--- src/ildt_pkg.sv ---
// Shared types and constants for the instruction dependency level tagger.
// No dependencies; imported by the level table, the sequencer and the top level.
package ildt_pkg;

  localparam int NUM_REGS     = 256;
  localparam int LEVEL_BITS   = 16;
  localparam int REG_IDX_BITS = $clog2(NUM_REGS);

  localparam logic [7:0] EMPTY_SLOT = 8'hff;
  localparam logic [7:0] DST3_MARK  = 8'hfe;
  localparam int         LEVEL_SHIFT = 48;

  typedef logic [LEVEL_BITS-1:0]   level_t;
  typedef logic [REG_IDX_BITS-1:0] reg_idx_t;

  localparam level_t LEVEL_MAX = '1;

  // level table port group
  typedef struct packed {
    logic     wr_en;
    reg_idx_t wr_addr;
    level_t   wr_data;
    reg_idx_t rd_addr;
  } ram_req_t;

  // finished result handed to the output register
  typedef struct packed {
    logic        valid;
    logic [63:0] tag_word;
    logic [15:0] level;
    logic        fin;
  } result_t;

endpackage

--- src/ildt_level_ram.sv ---
// Register level table: one write port, one registered read port.
// Depends on ildt_pkg.
module ildt_level_ram
  import ildt_pkg::*;
(
  input  logic     clk,
  input  ram_req_t req,
  output level_t   rd_data
);

  level_t mem [NUM_REGS];

  always_ff @(posedge clk) begin
    if (req.wr_en) begin
      mem[req.wr_addr] <= req.wr_data;
    end
    rd_data <= mem[req.rd_addr];
  end

endmodule

--- config.mk ---
export PLATFORM = sky130hd
export DESIGN_NAME = ildt_level_ram
export DESIGN_NICKNAME = d
export VERILOG_FILES = /design/src/ildt_pkg.sv /design/src/ildt_level_ram.sv
export SDC_FILE = /design/constraint.sdc
export NUM_CORES = 2
export LEC_CHECK = 0
export BUFFER_PORTS_ARGS = -buffer_cell sky130_fd_sc_hd__buf_2
export CAP_MARGIN = 0
export CORE_ASPECT_RATIO = 1.5
export CORE_UTILIZATION = 50
export CTS_BUF_LIST = sky130_fd_sc_hd__clkbuf_4 sky130_fd_sc_hd__clkbuf_8
export CTS_CLUSTER_DIAMETER = 100
export DETAILED_ROUTE_END_ITERATION = 8
export GPL_TIMING_DRIVEN = 1
export HOLD_SLACK_MARGIN = 0.02
export PLACE_DENSITY = 0.76
export SKIP_CTS_REPAIR_TIMING = 1
export SYNTH_ARGS = -nofsm -noshare
export SYNTH_HDL_FRONTEND = slang
export SYNTH_SLANG_ARGS = --single-unit
--- constraint.sdc ---
create_clock -name clk -period 3.1 [get_ports clk]
set_input_delay 0.93 -clock clk [delete_from_list [all_inputs] [get_ports clk]]
set_output_delay 0.93 -clock clk [all_outputs]
set_load 0.01 [all_outputs]
# Word-level counts from Yosys, hierarchy flattened
# Memories as Yosys holds them, arrays and structs flattened. A register that Yosys moved wholly into a read port is not among the register bits.
# Index checks and enable logic that the tools add are counted.
# Widths: inputs -> output; s select.
dict set report word_totals {
  ff_bits 0
  ramBits 4096
  output_inout_bits 16
  word_cells 3
  memories 1
}
# name words word_bits rd rd_ports_with_merged_regs wr line_no
set memory_table {}
lappend memory_table {mem 256 16 1 1 1 ildt_level_ram.sv:11} ;# level_t mem [NUM_REGS];
dict set report classes {
  mux 2
}
# op count
set ops {}
lappend ops {{$mux 1} 2}

# Depth between registers and ports, before layout
dict set report logic_depth {
  depth_word 2
  mapped_depth 12
  depth_no_buf 6
}

# Least setup slack after synthesis
# Ideal clock, no wire load.
dict set report synth_timing {
  path_type {input to register}
  start {in req[27] in the netlist's numbering}
  end {mem mem[235][0] in the netlist's numbering (enable)}
  t_arrival_ns 2.707
  t_required_ns 2.712
  slack_ns 0.005
  stages 6
  n_path_buf 3
  cell_sequence {clkbuf_1 > nor2b_1 > clkbuf_1 > nand4_1 > clkbuf_1 > nor2_1}
}
# item line_no
set synth_lines {}
lappend synth_lines {{from (decl)} ildt_level_ram.sv:7} ;# input ram_req_t req,
lappend synth_lines {{to (decl)} ildt_level_ram.sv:11}
# Straight into the memory's write port.

==> impl_metrics.json <==
{
  "outcome": "finished clean",
  "nets": 8587,
  "ys_warn_count": 0,
  "rows": 253,
  "setup-tns-final_ps": 0,
  "drc": 0,
  "core_um2": 316000,
  "timing.final.crit_share_pct": 98.9,
  "clkSlewWorstSetupHoldPaths_ps": 70,
  "ir_drop_mv": 0.415,
  "max_stage_delay_ps": 450,
  "synth_top_area_share_pct": 77.5,
  "grt-ovfl-total": 0,
  "cp_num_buf_inv": 6,
  "crit_arrival_ps": 4040,
  "grt_pass1_vias": 84855,
  "p_comb_share_pct": 6.0,
  "final_cell_area_um2": 183000,
  "critPathTopFamily": "buffers and inverters",
  "dieArea_um2": 320000,
  "crit_fanout": 32,
  "drv_cap": 0,
  "switching_power_w": 0.0236,
  "gp_congestion": 0.951,
  "drt-initial-drc-count": 10016,
  "grtUsageMet2_pct": 43.1,
  "crit_chain": "buf_12 -> buf_4 -> buf_12 -> buf_12 -> buf_4 -> mux4_2 -> o22ai_1 -> o21ai_0 -> buf_4 -> nand3_1 -> nor4_1",
  "grt_use_met3_pct": 4.67,
  "place_inst": 12200,
  "placement.io_buffers": 49,
  "grt_use_met1_pct": 30.0,
  "crit_required_ps": 4070,
  "yosys.area.top_type": "edfxtp_1",
  "synth_flop_cell": "edfxtp_1",
  "dr.pass1.iters": 6,
  "critPathKind": "primary input to flop",
  "place_ws_ps": -1130,
  "grt_setup_unrepaired": "false",
  "reg2reg_slack_ps": 310,
  "grt_pass1_wl_um": 594000,
  "drv_slew": 0,
  "synth.most_common_cell": "edfxtp_1",
  "grt_max_degree": 100,
  "areaGrowthSynthToFinish_pct": 15.1,
  "synthTopCellsByCount": "edfxtp_1 (4096), mux4_2 (797), mux2i_1 (565)",
  "drtAntennaViolNets": 0,
  "total_power_w": 0.109,
  "max_freq_ghz": 0.326,
  "p_int_w": 0.0850,
  "chipHeight_um": 692,
  "p_per_area_nw_per_um2": 594,
  "initial_core_util_pct": 50.2,
  "wire_per_inst_um": 31.6,
  "clock_power_share_pct": 37.5,
  "drive_gt1_share_pct": 32.0,
  "skew_ps": 95.5,
  "finalSetupViolCount": 0,
  "netlist_top_cells_area": "edfxtp_1 (77%), mux4_2 (11%), mux2i_1 (3.6%)",
  "setup_slack_ps": 34.5,
  "dr_total_vias": 82484,
  "synth-async-reset-ratio_pct": 0,
  "netlist_area_um2": 159000,
  "hold_viol": 0,
  "synth_fp_nets": 7394,
  "min_path_type": "primary input to flop",
  "die_width_um": 462,
  "ys_ff_latch": 4112,
  "synth_cell_type_count": 52,
  "wl_um": 416000,
  "cts_max_level": 6,
  "cts_buffer_depth": 4,
  "global_route.usage.total_pct": 26.0,
  "cts_tree": "built",
  "cp-start-kind": "primary input",
  "fin_cells": 13181,
  "antenna_found_initial": 29,
  "root_buffer": "clkbuf_8",
  "ios": 50,
  "relSlewSlack_pct": 42.9,
  "hpwl_um": 271000,
  "cpMaxStageDelayCell": "o21ai_0",
  "total_leakage_power_nw": 59.4,
  "crit_path_end_kind": "flop",
  "dpl-instance-area_um2": 172000,
  "synth_edf_count": 4096,
  "cts_made_buffers": 557,
  "netlist_instances": 7360,
  "syn_avg_cell_area_um2": 21.6,
  "clock_sinks": 4112,
  "pwr-share-seq_pct": 56.5,
  "switching_share_pct": 21.7,
  "fin_crit_ps": 3070,
  "worst_slew_pin_slew_ps": 856,
  "clk_latency_ps": 1090,
  "top_usage_layer": "met2",
  "via_per_inst": 6.26,
  "ys_seq_area_share_pct": 77.7
}
[metrics by stage]
| stage | util, % | hold slack, ps |
|---|---|---|
| after CTS | 57.8 | 202 |
| final | 57.8 | 259 |
| after floorplan | - | 854 |
| after global routing | 57.8 | 257 |
| after detailed placement | 54.3 | 1060 |
| after global placement | 54.3 | 1050 |
[final cells by class]
class	count	area [um2]
Antenna cell	18	45.0
Inverter	4	27.5
Multi-Input combinational cell	2792	32900
Fill cell	21635	134000
Sequential cell	4112	123000
Tap cell	4207	5260
Clock buffer	759	9430
Timing Repair Buffer	1086	10400
Clock inverter	203	1420
[layout by cell type (no fill, tap or decap), types with 7 or more instances in the layout]
master | netlist | final
a21oi_1 | 175 | 173
o21ai_0 | 37 | 34
clkbuf_8 | 0 | 600
o221ai_1 | 252 | 252
a211oi_1 | 18 | 18
o32ai_1 | 20 | 20
inv_6 | 0 | 10
nand3_1 | 35 | 28
mux2_2 | 88 | 88
clkbuf_4 | 0 | 162
and3_1 | 11 | 11
a22oi_1 | 43 | 42
a221oi_1 | 28 | 28
buf_4 | 26 | 866
mux2i_1 | 565 | 565
nor4_1 | 17 | 17
clkinv_1 | 0 | 116
bufinv_16 | 0 | 18
buf_12 | 5 | 171
o22ai_1 | 148 | 148
nand4_1 | 26 | 26
mux4_2 | 797 | 797
a22o_1 | 32 | 32
nor2_1 | 304 | 283
nand2_1 | 38 | 38
clkinvlp_4 | 0 | 15
diode_2 | 0 | 18
clkinv_2 | 0 | 40
nor2_2 | 0 | 21
edfxtp_1 | 4096 | 4096
nand3_2 | 0 | 7
nor2b_1 | 9 | 9
o31ai_1 | 16 | 16
dfxtp_1 | 16 | 16
nor3_1 | 92 | 90
buf_2 | 76 | 29
buf_8 | 11 | 14
[power groups by stage]
stage	Clock, W	Combinational [W]	Sequential (W)
6_report	0.0408	0.00647	0.0614
5_1_grt	0.0433	0.00666	0.0613
4_1_cts	0.0412	0.00639	0.0614
3_5_place_dp	0	0.00637	0.0626
3_3_place_gp	0	0.00621	0.0625
2_1_floorplan	0	0.00302	0.0625
[routing by layer]
metal	up-vias	share of wire [%]
li1	33683	-
met1	42541	32
met2	5044	50
met3	1200	9.2
met4	16	8.7
met5	-	0.042
[sequential cells by signal (all words and copies together), names as in the netlist]
register / flops
mem: 4096
rd_data: 16
[worst paths after layout]
check | start | endpoint | depth (start not counted)
max | req[0] | rd_data[11] | 11
min | req[14] | mem[244][6] | 1
max reg2reg | mem[51][2] | rd_data[2] | 6
min reg2reg | mem[107][6] | rd_data[6] | 6
[kinds of logic after synthesis]
family | count (synthesis) | synth area share, %
flip-flops | 4112 | 77.7
multiplexers | 1450 | 15.5
AO/OA/AOI/OAI | 786 | 3.54
buffers and inverters | 456 | 1.69
AND/OR/NAND/NOR | 556 | 1.57
Power figures use the tool's default switching activity.
