### src/ildt_pkg.sv
// Shared types and constants for the instruction dependency level tagger.
// No dependencies; imported by the level table, the sequencer and the top level.
package ildt_pkg;

  localparam int NUM_REGS     = 256;
  localparam int LEVEL_BITS   = 16;
  localparam int REG_IDX_BITS = $clog2(NUM_REGS);

  localparam logic [7:0] EMPTY_SLOT = 8'hff;
  localparam logic [7:0] DST3_MARK  = 8'hfe;
  localparam int         LEVEL_SHIFT = 48;

  typedef logic [LEVEL_BITS-1:0]   level_t;
  typedef logic [REG_IDX_BITS-1:0] reg_idx_t;

  localparam level_t LEVEL_MAX = '1;

  // level table port group
  typedef struct packed {
    logic     wr_en;
    reg_idx_t wr_addr;
    level_t   wr_data;
    reg_idx_t rd_addr;
  } ram_req_t;

  // finished result handed to the output register
  typedef struct packed {
    logic        valid;
    logic [63:0] tag_word;
    logic [15:0] level;
    logic        fin;
  } result_t;

endpackage

### src/ildt_seq.sv
// Per-instruction sequencer: walks the four register bytes through the level
// table, tracks valid bits, barrier floor and table maximum. Depends on ildt_pkg.
module ildt_seq
  import ildt_pkg::*;
(
  input  logic        clk,
  input  logic        rst,
  input  logic        in_valid,
  output logic        in_ready,
  input  logic [63:0] in_word,
  input  logic        in_clear,
  input  logic        in_fin,
  input  logic        slot_free,
  output result_t     res,
  output ram_req_t    ram_req,
  input  level_t      rd_data
);

  typedef enum logic [1:0] {S_IDLE, S_RUN, S_DONE} state_t;

  state_t              state;
  logic [1:0]          cnt;
  logic [63:0]         word_q;
  logic                fin_q;
  level_t              level;
  level_t              floor_lvl;
  level_t              max_lvl;
  logic [NUM_REGS-1:0] valid;
  logic                lw_valid;
  reg_idx_t            lw_addr;
  level_t              lw_val;

  logic       accept;
  logic       barrier;
  logic [1:0] src;
  logic [1:0] nxt_cnt;
  logic [7:0] cur_byte;
  logic [7:0] nxt_byte;
  reg_idx_t   cur_idx;
  logic       cur_used;
  logic       in_range;
  level_t     raw;
  level_t     eff;
  level_t     lvl_new;
  level_t     wval;
  logic       is_dst;
  logic       finish;

  assign in_ready = (state == S_IDLE);
  assign accept   = in_valid && in_ready;
  assign barrier  = (in_word[63:16] == '1);

  assign src      = (word_q[47:40] == DST3_MARK) ? 2'd3 : 2'd2;
  assign nxt_cnt  = cnt + 2'd1;
  assign cur_byte = word_q[16 + 8*cnt +: 8];
  assign nxt_byte = word_q[16 + 8*nxt_cnt +: 8];
  assign cur_idx  = cur_byte[REG_IDX_BITS-1:0];
  assign cur_used = (cur_byte != EMPTY_SLOT);
  assign in_range = (9'(cur_byte) < 9'(NUM_REGS));

  always_comb begin
    // byte 3 may hit the entry byte 2 wrote while its read was in flight
    if (lw_valid && lw_addr == cur_idx) begin
      raw = lw_val;
    end else if (valid[cur_idx]) begin
      raw = rd_data;
    end else begin
      raw = '0;
    end
    if (!in_range) begin
      eff = '0;
    end else begin
      eff = (raw > floor_lvl) ? raw : floor_lvl;
    end
    lvl_new = (cur_used && eff > level) ? eff : level;
    wval    = (lvl_new == LEVEL_MAX) ? LEVEL_MAX : lvl_new + level_t'(1);
    is_dst  = (state == S_RUN) && cur_used && in_range && (cnt >= src);
  end

  always_comb begin
    ram_req.wr_en   = is_dst;
    ram_req.wr_addr = cur_idx;
    ram_req.wr_data = wval;
    if (state == S_IDLE) begin
      ram_req.rd_addr = in_word[16 +: REG_IDX_BITS];
    end else begin
      ram_req.rd_addr = nxt_byte[REG_IDX_BITS-1:0];
    end
  end

  assign finish = slot_free && ((state == S_DONE) || (state == S_RUN && cnt == 2'd3));

  always_comb begin
    res.valid    = finish;
    res.level    = 16'((state == S_RUN) ? lvl_new : level);
    res.tag_word = {res.level, word_q[LEVEL_SHIFT-1:0]};
    res.fin      = fin_q;
  end

  always_ff @(posedge clk) begin
    if (rst) begin
      state     <= S_IDLE;
      cnt       <= 2'd0;
      floor_lvl <= '0;
      max_lvl   <= '0;
      valid     <= '0;
      lw_valid  <= 1'b0;
    end else begin
      case (state)
        S_IDLE: begin
          if (accept) begin
            word_q   <= in_word;
            fin_q    <= in_fin;
            cnt      <= 2'd0;
            lw_valid <= 1'b0;
            if (in_clear) begin
              valid <= '0;
            end
            if (barrier) begin
              level     <= in_clear ? '0 : max_lvl;
              floor_lvl <= in_clear ? '0 : max_lvl;
              if (in_clear) begin
                max_lvl <= '0;
              end
              state <= S_DONE;
            end else begin
              level <= '0;
              if (in_clear) begin
                floor_lvl <= '0;
                max_lvl   <= '0;
              end
              state <= S_RUN;
            end
          end
        end
        S_RUN: begin
          level    <= lvl_new;
          cnt      <= nxt_cnt;
          lw_valid <= is_dst;
          lw_addr  <= cur_idx;
          lw_val   <= wval;
          if (is_dst) begin
            valid[cur_idx] <= 1'b1;
            if (wval > max_lvl) begin
              max_lvl <= wval;
            end
          end
          if (cnt == 2'd3) begin
            state <= slot_free ? S_IDLE : S_DONE;
          end
        end
        S_DONE: begin
          if (slot_free) begin
            state <= S_IDLE;
          end
        end
        default: begin
          state <= S_IDLE;
        end
      endcase
    end
  end

endmodule

### config.mk
export PLATFORM = sky130hd
export DESIGN_NAME = ildt_seq
export DESIGN_NICKNAME = d
export VERILOG_FILES = /design/src/ildt_pkg.sv /design/src/ildt_seq.sv
export SDC_FILE = /design/constraint.sdc
export NUM_CORES = 1
export LEC_CHECK = 0
export CAP_MARGIN = 20
export CORE_AREA = 5 5 191 193
export DETAILED_ROUTE_END_ITERATION = 8
export DIE_AREA = 0 0 196 198
export DONT_BUFFER_PORTS = 1
export HOLD_SLACK_MARGIN = 0.02
export PLACE_DENSITY_LB_ADDON = 0.12
export SYNTH_ARGS = -nofsm -noshare
export SYNTH_HDL_FRONTEND = slang
export SYNTH_SLANG_ARGS = --single-unit
export TNS_END_PERCENT = 30
### constraint.sdc
create_clock -name clk -period 11.2 [get_ports clk]
set_input_delay 1.12 -clock clk [delete_from_list [all_inputs] [get_ports clk]]
set_output_delay 1.12 -clock clk [all_outputs]
set_load 0.005 [all_outputs]
Yosys cells after proc, flatten, opt, wreduce, memory -nomap -nowiden. Cells that the tools add are included.

Input bits: 86. Word-level logic and storage cells: 95. Bits in registers: 398. Output and inout bits: 116.

Magnitude comparators: 6. Muxes and demuxes: 36. Shift operators: 2. Reduce and logical (&&, ||, !) cells: 20. Bitwise gates (word level): 2. $add $sub $neg: 4. Equality and inequality tests: 14.

Operator list (number): $mux W256 (3); $pmux W256 S2 (1); $or A256 B256 Y256 (1); $mux W16 (14); $shiftx A64 B7 Y8 (2); $pmux W16 S2 (2); $eq A48 B48 Y1 const B (1); $gt A16 B16 Y1 (3); $add A16 B1 Y16 const B (1); $eq A16 B16 Y1 const B (1); $add A5 B5 Y6 const A (2); $mux W2 (6); $reduce_and A3 Y1 (4); $lt A8 B9 Y1 const B (1); $bmux W1 S8 (1); $demux W1 S8 (1); $eq A8 B8 Y1 (1); $eq A8 B8 Y1 const B (1); $ge A8 B1 Y1 const B (1); $logic_and A1 B1 Y1 (8); $mux W8 (1); $ne A2 B1 Y1 const B (4); $ne A8 B8 Y1 const B (1); $reduce_and A4 Y1 (2); other kinds (14) (21).

Logic depth before layout (Yosys ltp). Gate-level depths: netlist (run 1).

Depth in word-level cells: 17. Mapped depth: 59. Mapped depth without buffers: 46.

Worst setup path after synthesis (run 1). No wires, ideal clock.

Path type: register to register. From: register cnt[0]. To: register max_lvl[10]. Data required time: 11140 ps. Setup time: 60 ps. Stages on the path, launching flop included: 54. Setup slack: 315 ps. Data arrival time: 10825 ps. Buffers on the path: 13. Period minus slack after synthesis: 10885 ps. Cells stage by stage: dfxtp_1 -> buf_6 -> buf_12 -> mux4_2 -> buf_6 -> buf_6 -> mux4_2 -> a211oi_1 -> nand2_1 -> o32ai_1 -> nor2_2 -> and2_1 -> buf_2 -> buf_4 -> buf_2 -> a21o_1 -> ha_1 -> nand4_1 -> [... 18 more ...] -> nand2_1 -> nor2_2 -> nand3_2 -> nand2b_1 -> ha_1 -> nor2b_1 -> o21a_1 -> o21a_1 -> o21a_1 -> o21a_1 -> o21a_1 -> o21ai_0 -> a21oi_1 -> o211a_1 -> o21ai_0 -> nor2b_1 -> buf_1 -> a22o_1.

RTL lines: start: declaration (RTL line ildt_seq.sv:22) `logic [1:0] cnt;`; start signal: assignment (RTL line ildt_seq.sv:138) `cnt <= nxt_cnt;`; end signal: assignment (RTL line ildt_seq.sv:145) `max_lvl <= wval;`; end: declaration (RTL line ildt_seq.sv:27) `level_t max_lvl;`.

==> results by group, run 1 <==
Status
  – Status: finished, final reports clean

Die
  – DIE AREA: between 0.03 and 0.04 sq mm
  – Boundary Pins: 202
  – Site Rows: 68
  – Core Area: approximately 0.034 sq mm
  – Die W: a little under 200 microns
  – Die height: around 200 microns
  – Initial Utilization: a little over half

Routing
  – First-pass DRT Iterations: 5
  – Remaining antenna violation count: 0
  – Vias: approximately 16k
  – DRC: 0
  – DRT Wirelength: 63.9 mm
  – Wire per inst: between 20 and 30 microns
  – First DRT Iteration DRCs: around 1.6k
  – Via-per-instance ratio: around 6.4

STA
  – Fin Clk Skew: between 15 and 20 ps
  – Final Hold Fails: 0
  – Setup WS post-layout: between 400 and 500 ps
  – Final setup violation count: 0
  – FMAX: about 0.093 GHz
  – Slew Limit Fails: 0
  – Slew at the pin closest to its max-slew limit: 1430 ps
  – Fin crit period: between 10000 and 15000 ps
  – Slew margin rel.: about 4.3%
  – Period utilization: 95.9%

Synth
  – Post-Syn Area: between 0.015 and 0.02 sq mm
  – Yosys Warn Count: 0
  – Post-synthesis area per instance: 9.23 sq um
  – Async SR Flop Fraction: 0%
  – Gate Count Post-Synth: 2028
  – Dominant synthesized flop cell: dfxtp_1
  – Seq cells post-synth: approximately 380
  – Register area share after synthesis: ~46%
  – Post-synth cell types: 90
  – Number of flops mapped to enable cells by yosys: 89
  – Post-Syn Nets: around 2.2k

Worst setup path
  – R2R setup slack: 450 ps
  – Crit-path max cell delay: approximately 490 ps
  – Arrival time at the worst endpoint: roughly 11000 ps
  – Critical path endpoint: max_lvl[2]
  – CP Capture Type: flip-flop
  – Crit path kind: flip-flop to flip-flop
  – Worst-path maximum fanout: 28
  – Setup crit start: cnt[0]
  – Cells on worst reg2reg path: 47
  – R2R Path Start: cnt[0]
  – CP Data Required Time: between 10000 and 15000 ps
  – Worst setup SP type: flip-flop
  – Reg2Reg Capture Point: max_lvl[2]
  – Most Frequent Cell on Critical Path: buf_4
  – Slowest CP cell: dfxtp_4

CTS
  – CTS max path bufs: 3
  – Clock Tree Root: clkbuf_16
  – CTS tree: done
  – Post-CTS Hold Buffers: 0
  – TritonCTS Buffers: 42
  – Reg clk slew, reported paths: 60 ps
  – Clock Latency Late Sink: 580 ps
  – CTS Sinks: approximately 380
  – H-tree lvl count: 2

Layout
  – Fill cell count: 3038
  – Layout Nets: ~2.2k
  – Share of cells above drive strength 1: between 15 and 20%
  – Non-Filler Instances: 2524
  – Finished Core Util: about three fifths
  – Area Growth Syn to Fin: 13.4%

Place
  – Placer Congestion: 0.981
  – DP HPWL: approximately 44 mm
  – IO buf count: 0
  – Pre-CTS setup slack: -348 ps
  – Placed insts: 2429

Pwr
  – Lkg Pwr: around 8 nW
  – Power Density: around 210 mW/mm^2
  – Total power: between 0.004 and 0.005 W
  – Peak supply drop: about 0.16 mV

Global route
  – Antenna violations before repair: 1
  – First-pass GRT wire length: approximately 95 mm
  – Vias in the first global route: 15.4k
  – GRT Util Overall: a little under a third
  – Pin count of the biggest net entering global routing: around 260
  – Gr ovfl total: 0

Job
  – Max-cap viol count: 0

Min path
  – Worst Hold Class: flip-flop to flip-flop
[power by group]
| group | switching, W | internal [W] |
|---|---|---|
| Sequential | 0.0000355 | 0.00147 |
| Clock | 0.000590 | 0.000841 |
| Combinational | 0.000952 | 0.000570 |
| Total | 0.00158 | 0.00288 |
[metrics by stage]
| step | hold slack (ps) | TNS (ps) | cell area [sq um] |
|---|---|---|---|
| after global routing | 483 | -64.1 | 21200 |
| after global placement | 440 | -2940 | 19500 |
| after floorplan | 429 | 0 | 18700 |
| after detailed placement | 449 | -4790 | 19500 |
| after CTS | 464 | 0 | 20900 |
| final | 462 | 0 | 21200 |
[cells in the mapped netlist, drive strengths merged, types with 22 or more instances]
| cell | n | area [sq um] |
|---|---|---|
| clkbuf | 92 | 345 |
| buf | 62 | 455 |
| nand3 | 32 | 165 |
| nand2 | 121 | 469 |
| a22o | 23 | 201 |
| inv | 60 | 230 |
| a21oi | 297 | 1500 |
| ha | 51 | 638 |
| a31oi | 22 | 138 |
| nor3 | 33 | 176 |
| mux2i | 100 | 1000 |
| a22oi | 25 | 188 |
| edfxtp | 89 | 2670 |
| dfxtp | 293 | 5870 |
| mux4 | 30 | 676 |
| nor2 | 362 | 1370 |
| o21ai | 29 | 145 |
| nand4 | 41 | 263 |
| a21o | 30 | 225 |
[worst min-delay path by stage]
stage                          start    endpoint  slack (ps)  cells after the start
after global routing      valid[111]  valid[111]         480                      2
after detailed placement  valid[156]  valid[156]         450                      2
after floorplan           valid[178]  valid[178]         430                      2
after CTS                 valid[156]  valid[156]         460                      2
final                      valid[38]   valid[38]         460                      2
after global placement     valid[88]   valid[88]         440                      2
[worst max-delay path: cells and delay by family, from the launching register on]
kind / cells / cell delay, ps
simple gates: 16 / 3430
compound gates: 15 / 2940
buf+inv: 9 / 1700
fa+ha+maj: 3 / 960
mux: 3 / 900
flops: 1 / 490
xor+xnor: 1 / 190
[area by class of cell]
class,instances,area (sq um),area share [%]
clock buffer,58,1220,5.76
timing repair buffer,116,957,4.51
antenna,1,2.50,0.0118
clock inverter,19,214,1.01
inverter,61,246,1.16
tap,455,569,2.68
sequential,382,8540,40.3
multi-input combinational,1432,9470,44.6
[sequential cells by signal, indices dropped and copies added, names as in the netlist, 2 cells and up]
register / cells
cnt: 2
floor_lvl: 16
level: 16
lw_addr: 8
lw_val: 16
max_lvl: 16
state: 2
valid: 256
word_q: 48
[cells by family (layout without fill, tap and decap cells)]
family | Yosys count | after routing | synth area share (%)
mux | 149 | 150 | 10.1
fa+ha+maj | 51 | 51 | 3.41
flops | 382 | 382 | 45.6
other cells | 0 | 1 | 0
simple gates | 673 | 673 | 16.3
buf+inv | 215 | 254 | 5.53
compound gates | 544 | 544 | 18.3
xor+xnor | 14 | 14 | 0.775
[cell usage in the layout (no fill, tap or decap), types with 8 or more instances in the layout]
master     Yosys  routed
ha_1          51      51
xnor2_1        8       8
nor3_1        32      15
buf_4         26     107
nand2b_1      12      12
nor2_1       358     356
a211oi_1      15      14
nor3_2         0       9
a22o_1        23      23
and2_1        12      12
mux2i_1      100     100
nor2b_1       15      13
dfxtp_1      293     291
o31ai_1       11      11
clkbuf_8       0       9
nand3_1       31      30
edfxtp_1      89      89
a22oi_1       25      24
mux2_2        18      18
a311oi_1       8       8
o21ai_0       27      24
nand2_1      117     117
inv_1         56      56
o21a_1        12      12
nand4_1       40      40
nor3_4         1       9
a21o_1        30      29
a21oi_1      296     294
clkbuf_16      0      43
a31oi_1       22      20
mux4_2        30      30
[layer usage]
metal | GRT usage [%] | vias to the layer above | wire length (microns)
met3 | 5.62 | 162 | 5150
li1 | - | 7311 | -
met4 | 13.7 | 0 | 2890
met5 | 0 | - | 0
met1 | 41.2 | 7925 | 25800
met2 | 52.3 | 791 | 30100
[timing repair]
action | in CTS | in global routing
pin swaps | 0 | 2
setup endpoints to repair | 19 | 30
buffers inserted | 0 | 6
gates resized for setup | 4 | 34
endpoints found under the hold margin | 0 | 0
cloned | 1 | 0
Power figures use the tool's default switching activity.
==> run 2, diff against run 1 <==
==> constraint.sdc (replaced) <==
create_clock -name clk -period 10.2 [get_ports clk]
set_input_delay 1.02 -clock clk [delete_from_list [all_inputs] [get_ports clk]]
set_output_delay 1.02 -clock clk [all_outputs]
set_load 0.005 [all_outputs]
==> run 2 against run 1 <==
Sequential power increased by 9%. Non-clock buffer count rose by 175. Utilization rose by 5.0 points. Sequential cell count stayed put. Clock-buffer cell count unchanged. Cell area increased by 8.1%. Power grew 20%. Die area unchanged. Highest routed layer unchanged.
==> results by group, run 2 (synthesized netlist as in run 1, its figures left out) <==
Place
  – Pre-CTS setup slack: -251 ps
  – Placed insts: 2576
  – IO buf count: 0
  – DP HPWL: between 40 and 50 mm
  – Placer Congestion: about 0.97

Worst setup path
  – Buf+Inv Stages, Crit Path: 8
  – Slowest CP cell: mux4_4
  – Top Family by Delay on Critical Path: compound AO/OA/AOI/OAI gates
  – Arrival time at the worst endpoint: approximately 11000 ps
  – CP Capture Type: flip-flop
  – Worst setup SP type: flip-flop
  – Worst-path maximum fanout: 8
  – Crit path kind: flip-flop to flip-flop
  – CP Data Required Time: 10710 ps
  – Crit-path max cell delay: 790 ps
  – Most Frequent Cell on Critical Path: o21a_1

Pwr
  – Lkg Pwr: 9.05 nW
  – Total power: between 0.005 and 0.006 W
  – Peak supply drop: around 0.16 mV
  – Power Density: between 200 and 250 mW/mm^2

Layout
  – Biggest regs: valid: 256 flops, word_q: 48 flops
  – Share of cells above drive strength 1: around a quarter
  – Area Growth Syn to Fin: 22.5%
  – Most frequent cells in the layout: 352 x nor2_1, 292 x dfxtp_1, 290 x a21oi_1
  – Largest register by flop count: valid
  – Antenna Diode Count: 0
  – Most common cell after layout, fill and taps aside: nor2_1
  – Non-Filler Instances: 2695
  – Fill cell count: around 2.9k
  – Largest register FFs: 256
  – Layout Nets: 2346

Routing
  – First-pass DRT Iterations: 8
  – DRC: 0
  – Via-per-instance ratio: between 6 and 7
  – First DRT Iteration DRCs: around 1.6k
  – Wire per inst: about 24 microns
  – DRT Wirelength: between 60 and 70 mm
  – Remaining antenna violation count: 0
  – Vias: about 17k

CTS
  – CTS max path bufs: 3
  – CTS tree: done
  – Clock Tree Root: clkbuf_16
  – H-tree lvl count: 2
  – TritonCTS Buffers: approximately 40
  – Reg clk slew, reported paths: around 60 ps
  – Clock Latency Late Sink: roughly 580 ps
  – CTS Sinks: roughly 380

Die
  – Die W: 196 microns
  – Initial Utilization: between 50% and 60%
  – DIE AREA: just under 0.04 sq mm
  – Boundary Pins: approximately 200
  – Core Area: about 0.034 sq mm
  – Site Rows: 68
  – Die height: approximately 200 microns

Job
  – Max-cap viol count: 0

Global route
  – Pin count of the biggest net entering global routing: roughly 260
  – Gr ovfl total: 0
  – Vias in the first global route: between 15k and 20k
  – GRT Util Overall: about a third
  – First-pass GRT wire length: between 90 and 100 mm
  – Antenna violations before repair: 1

STA
  – Slew at the pin closest to its max-slew limit: between 1000 and 1500 ps
  – Setup WS post-layout: between 100 and 150 ps
  – Slew Limit Fails: 0
  – WHS: roughly 460 ps
  – Unrepaired setup endpoints after global routing: true
  – Fin Clk Skew: 21.8 ps
  – FMAX: around 0.099 GHz
  – Slew margin rel.: 25.9%
  – Setup TNS: 0 ps
  – Final setup violation count: 0
  – Period utilization: a little over nine tenths
  – Final Hold Fails: 0
  – Fin crit period: around 10000 ps

Min path
  – Worst Hold Class: flip-flop to flip-flop

Status
  – Status: finished, final reports clean
-- run 2: worst paths after layout --
check	from	end	slack [ps]	cells after the start
setup / recovery	word_q[34]	max_lvl[2]	110	48
hold / removal	valid[38]	valid[38]	460	2
setup reg to reg	word_q[34]	max_lvl[2]	110	48
hold reg to reg	valid[38]	valid[38]	460	2
-- run 2: cell type report --
class	instances	area, sq um	area share (%)
multi-input cells	1432	9810	42.8
flip-flops and latches	382	8540	37.2
repair buffers	291	2420	10.5
clock buffers	58	1170	5.11
well taps	455	569	2.48
inverters	61	239	1.04
clock inverters	16	189	0.824
-- run 2: routing by layer --
metal | share of wire (%) | track usage [%]
met1 | 39 | 40.9
met2 | 48 | 54.2
met3 | 8.1 | 5.19
met4 | 4.6 | 13.7
met5 | 0 | 0
-- run 2: worst min-delay path: stages, from the launching register on --
cell and delay (ps):
dfxtp_1 320, a21oi_1 40, nor2_1 70
-- run 2: timing repair --
action	4_1_cts	5_1_grt
buffers inserted	7	27
resized for setup	30	79
hold buffers	0	0
hold endpoints to repair	0	0
pin swaps	16	51
cloned	1	4
endpoints found under the setup margin	23	31
-- run 2: stage by stage --
step	cell area, sq um	util (%)
floorplan	18800	-
global placement	20700	60.1
detailed placement	20700	60.1
CTS	22200	64.6
global route	22900	66.7
finish	22900	66.7
-- run 2: where the power goes --
group | internal, W | switching, W | leakage [nW]
sequential | 0.00162 | 0.0000351 | 3.19
clock | 0.000882 | 0.000624 | 0.667
combinational | 0.000992 | 0.00120 | 5.19
